**src/rtl/core/sie_pkg.sv**
```systemverilog
// ----------------------------------------------------------------------------
// sie_pkg: shared types and constants of the set intersection engine
// Holds the hash multiplier, the queued command type and the engine states.
// ----------------------------------------------------------------------------
package sie_pkg;

  localparam logic [31:0] HASH_MULT = 32'h9E37_79B1;

  // one classified beat waiting between front and back
  typedef struct packed {
    logic [31:0] key;
    logic        query;
    logic        last;
  } sie_cmd_t;

  typedef enum logic [2:0] {
    ST_CLEAR,
    ST_IDLE,
    ST_HASH,
    ST_READ,
    ST_CHECK,
    ST_EMIT
  } sie_state_t;

endpackage

```
**src/rtl/core/sie_front.sv**
```systemverilog
// ----------------------------------------------------------------------------
// sie_front: input stage and command queue
// Accepts beats, tags them as insert or query and queues them for the back end.
// ----------------------------------------------------------------------------
module sie_front #(
  parameter int DEPTH = 4
) (
  input  logic                clk,
  input  logic                rst_n,
  input  logic                in_valid,
  output logic                in_stall,
  input  logic signed [31:0]  in_key,
  input  logic                in_from_second,
  input  logic                in_last,
  output logic                cmd_valid,
  output sie_pkg::sie_cmd_t   cmd,
  input  logic                cmd_take
);
  import sie_pkg::*;

  localparam int AW = $clog2(DEPTH);

  sie_cmd_t          q_r [DEPTH];
  logic [AW-1:0]     wp_r, rp_r;
  logic [AW:0]       cnt_r;
  logic              push, pop;

  assign in_stall  = (cnt_r == (AW+1)'(DEPTH));
  assign push      = in_valid && !in_stall;
  assign cmd_valid = (cnt_r != '0);
  assign pop       = cmd_take && cmd_valid;
  assign cmd       = q_r[rp_r];

  always_ff @(posedge clk) begin
    if (push) begin
      q_r[wp_r] <= '{key: in_key, query: in_from_second,
                     last: in_from_second & in_last};
    end
  end

  always_ff @(posedge clk) begin
    if (!rst_n) begin
      wp_r  <= '0;
      rp_r  <= '0;
      cnt_r <= '0;
    end else begin
      if (push) wp_r <= wp_r + 1'b1;
      if (pop)  rp_r <= rp_r + 1'b1;
      cnt_r <= cnt_r + (AW+1)'(push) - (AW+1)'(pop);
    end
  end

endmodule

```
**config.mk**
```make
export PLATFORM = sky130hd
export DESIGN_NAME = sie_front
export DESIGN_NICKNAME = d
export VERILOG_FILES = /design/src/rtl/core/sie_pkg.sv /design/src/rtl/core/sie_front.sv
export SDC_FILE = /design/constraint.sdc
export NUM_CORES = 1
export LEC_CHECK = 0
export BUFFER_PORTS_ARGS = -buffer_cell sky130_fd_sc_hd__buf_2
export CAP_MARGIN = 20
export CORE_ASPECT_RATIO = 1.1
export CORE_MARGIN = 4
export CORE_UTILIZATION = 50
export DETAILED_ROUTE_END_ITERATION = 16
export PLACE_DENSITY = 0.81
export SETUP_SLACK_MARGIN = 0.3
export SYNTH_ARGS = -nofsm -noshare
export SYNTH_HDL_FRONTEND = slang
export SYNTH_SLANG_ARGS = --single-unit
```
**constraint.sdc**
```tcl
create_clock -name clk -period 2.15 [get_ports clk]
set_clock_uncertainty 0.1 [all_clocks]
set_input_delay 0.3225 -clock clk [delete_from_list [all_inputs] [get_ports clk]]
set_output_delay 0.3225 -clock clk [all_outputs]
set_load 0.005 [all_outputs]
```
==> flow_summary.yaml <==
run_status:
  status: "complete, no violations"
clock_tree:
  cts_sinks: 145
  htree_levels: 4
  cts_buffers: 17
  cts_hold_buffers: 0
  root_buffer: "clkbuf_16"
  cts_tree: "built"
  clock_path_buffers: 2
  clock_latency_ns: 0.40
  clk_pin_slew_ns: 0.06
cells_and_area:
  final_area_mm2: 0.00684
  area_growth_pct: 25.7
  final_cells: 487
  finalNetCount: 376
  insertedDiodeCount: 0
  fillers: 755
  drive_gt1_share_pct: 51.7
drt:
  wl_per_cell_um: 19.3
  vias: 2536
  drtIter0Drc: 98
  viasPerCell: 5.21
  firstDrtPassIters: 4
  drt-total-wl_um: 9410
  post-route-drc-count: 0
  final_antenna_net_count: 0
critical_path:
  worstReg2RegStart: "cnt_r[1]$_SDFF_PN0_"
  crit_arrival_ns: 1.70
  worstSetupPathType: "flop to primary output"
  timing.rr.end: "cnt_r[2]$_SDFF_PN0_"
  r2r_slack_ns: 0.08
  worst_setup_path_start_kind: "flop"
  cp.required_ns: 1.73
  r2r_cells: 9
  path_max_fanout: 15
  cp-end-kind: "primary output"
sta:
  drv_slew: 0
  hold_viol: 0
  rsz0062_at_grt: "true"
  fmax_mhz: 472
  period_share_pct: 98.5
  worst_pin_slew_ns: 0.311
  setup_viol: 0
  relSlewSlack_pct: 79.3
  min_period_ns: 2.12
yosys:
  ys_types: 20
  syn_inst: 227
  synthTopCellsByArea: "edfxtp_1 75%, mux4_2 12%, dfxtp_1 3.3%"
  yosys.area.top_type_share_pct: 75.0
  yosysSeqAreaShare_pct: 78.3
  async_reset_ff_share_pct: 0
  syn-num-nets: 272
  ys_ff_latch: 145
  post-synth-top-count-cell: "edfxtp_1"
  synth_edf_count: 136
  synth_area_per_cell_um2: 24.0
  yosys.area.top_type: "edfxtp_1"
  ys_warn_count: 0
  syn_area_mm2: 0.00545
  synth_ff_type: "edfxtp_1"
  synthTopCellsByCount: "136 x edfxtp_1, 30 x mux4_2, 9 x dfxtp_1"
floorplanning:
  die_h_um: 117
  rows: 39
  io_pins: 74
  dieWidth_um: 108
  start_util_pct: 51.7
  fp.coreArea_mm2: 0.0105
  die-area_mm2: 0.0126
power:
  p_per_area_mw_per_mm2: 1230
  peakVddDrop_mv: 0.624
  power_leakage_nw: 2.36
place:
  dp_cells: 447
  gp_congestion: 0.703
  io_buffers: 73
  dp_hpwl_um: 5770
  dpl_cell_area_mm2: 0.00609
global_routing:
  track_usage_pct: 16.2
  grt_pass1_wl_um: 15000
  grt_max_degree: 35
  grt_pass1_vias: 2803
  grt_antenna_before_repair: 1
  grt_remaining_overflow: 0
hold_path:
  hold_class: "input port to flop"
  hold_depth: 1
  whs_endpoint: "q_r[1][31]$_DFFE_PP_"
  hp-start: "in_key[29]"
run:
  maxCapViolations: 0
## metal layers
metal  global-route usage, %  vias up  wire (um)
met5                       0        -          7
met3                    5.54       12        378
met2                    27.6       62       5220
met4                    6.16        2        140
met1                    18.8     1311       3660
li1                        -     1149          -
## logic make-up after synthesis
kind of cell / synth area share, %
adders and majority gates: 1.75
xor gates and xnor gates: 0.643
and+or+nand+nor: 2.00
DFF: 78.3
muxes: 14.7
buffers and inverters: 2.16
AOI/OAI and AO/OA: 0.460
## critical path, stage by stage (launching register included)
cell	delay (ns)
dfxtp_4	0.42
buf_12	0.19
mux4_2	0.54
buf_6	0.14
## layout by cell type (no fill, tap or decap), types with 2 or more instances in the layout
master	count
ha_1	4
buf_6	13
inv_6	2
ha_4	2
buf_16	2
dfxtp_2	2
dfxtp_4	3
clkbuf_16	17
buf_4	12
clkinvlp_4	5
buf_12	4
mux4_2	34
xnor2_1	3
nand2_1	4
nor2b_1	3
edfxtp_1	136
dfxtp_1	4
inv_2	2
bufinv_16	2
buf_2	64
clkbuf_1	2
and2_2	4
clkinv_2	2
inv_1	2
mux2i_1	2
and2_1	4
## cell type report
class	instances	area, um^2	share of cell area [%]
clock buffers	19	433	6.33
multi-input cells	67	1100	16.1
well taps	143	179	2.61
flip-flops and latches	145	4280	62.5
repair buffers	95	692	10.1
clock inverters	13	138	2.01
inverters	5	21.3	0.311
## worst max-delay path by stage
stage          slack [ns]                 from  cells past startpoint                  end
2_1_floorplan       -0.02  cnt_r[0]$_SDFF_PN0_                     12  cnt_r[2]$_SDFF_PN0_
5_1_grt             -0.04                 flop                      3              cmd[33]
3_5_place_dp        -0.03  cnt_r[2]$_SDFF_PN0_                     11  cnt_r[2]$_SDFF_PN0_
6_report             0.03                 flop                      3               cmd[4]
4_1_cts             -0.01                 flop                      3              cmd[32]
3_3_place_gp         0.04  cnt_r[2]$_SDFF_PN0_                     11  cnt_r[2]$_SDFF_PN0_
## state kept, by name (all words and copies together), names as in the netlist, named ones only
| signal | cells |
|---|---|
| q_r | 136 |
| cnt_r | 3 |
| rp_r | 2 |
| wp_r | 2 |
## repair_timing
item	in CTS	in global routing
buffers inserted	5	1
gates cloned	2	0
setup endpoints to repair	36	69
pin swaps	6	1
gates resized for setup	10	14
## per-stage QoR
step	setup slack, ns	TNS [ns]	total power, W	utilization (%)	hold slack (ns)
3_3_place_gp	0.0441	0	0.00532	57.8	0.383
5_1_grt	-0.0441	-0.567	0.00880	64.9	0.00700
6_report	0.0313	0	0.00840	64.9	0.0267
3_5_place_dp	-0.0346	-0.0346	0.00537	57.8	0.400
4_1_cts	-0.00983	-0.0164	0.00837	64.2	0.00460
2_1_floorplan	-0.0189	-0.0189	0.00475	-	0.321
## where the power goes
part | internal [W] | leakage, nW | switching, W
Combinational | 0.00120 | 0.772 | 0.000840
Clock | 0.00171 | 0.263 | 0.00108
Sequential | 0.00345 | 1.32 | 0.000129
(Power assumes the default switching activity.)
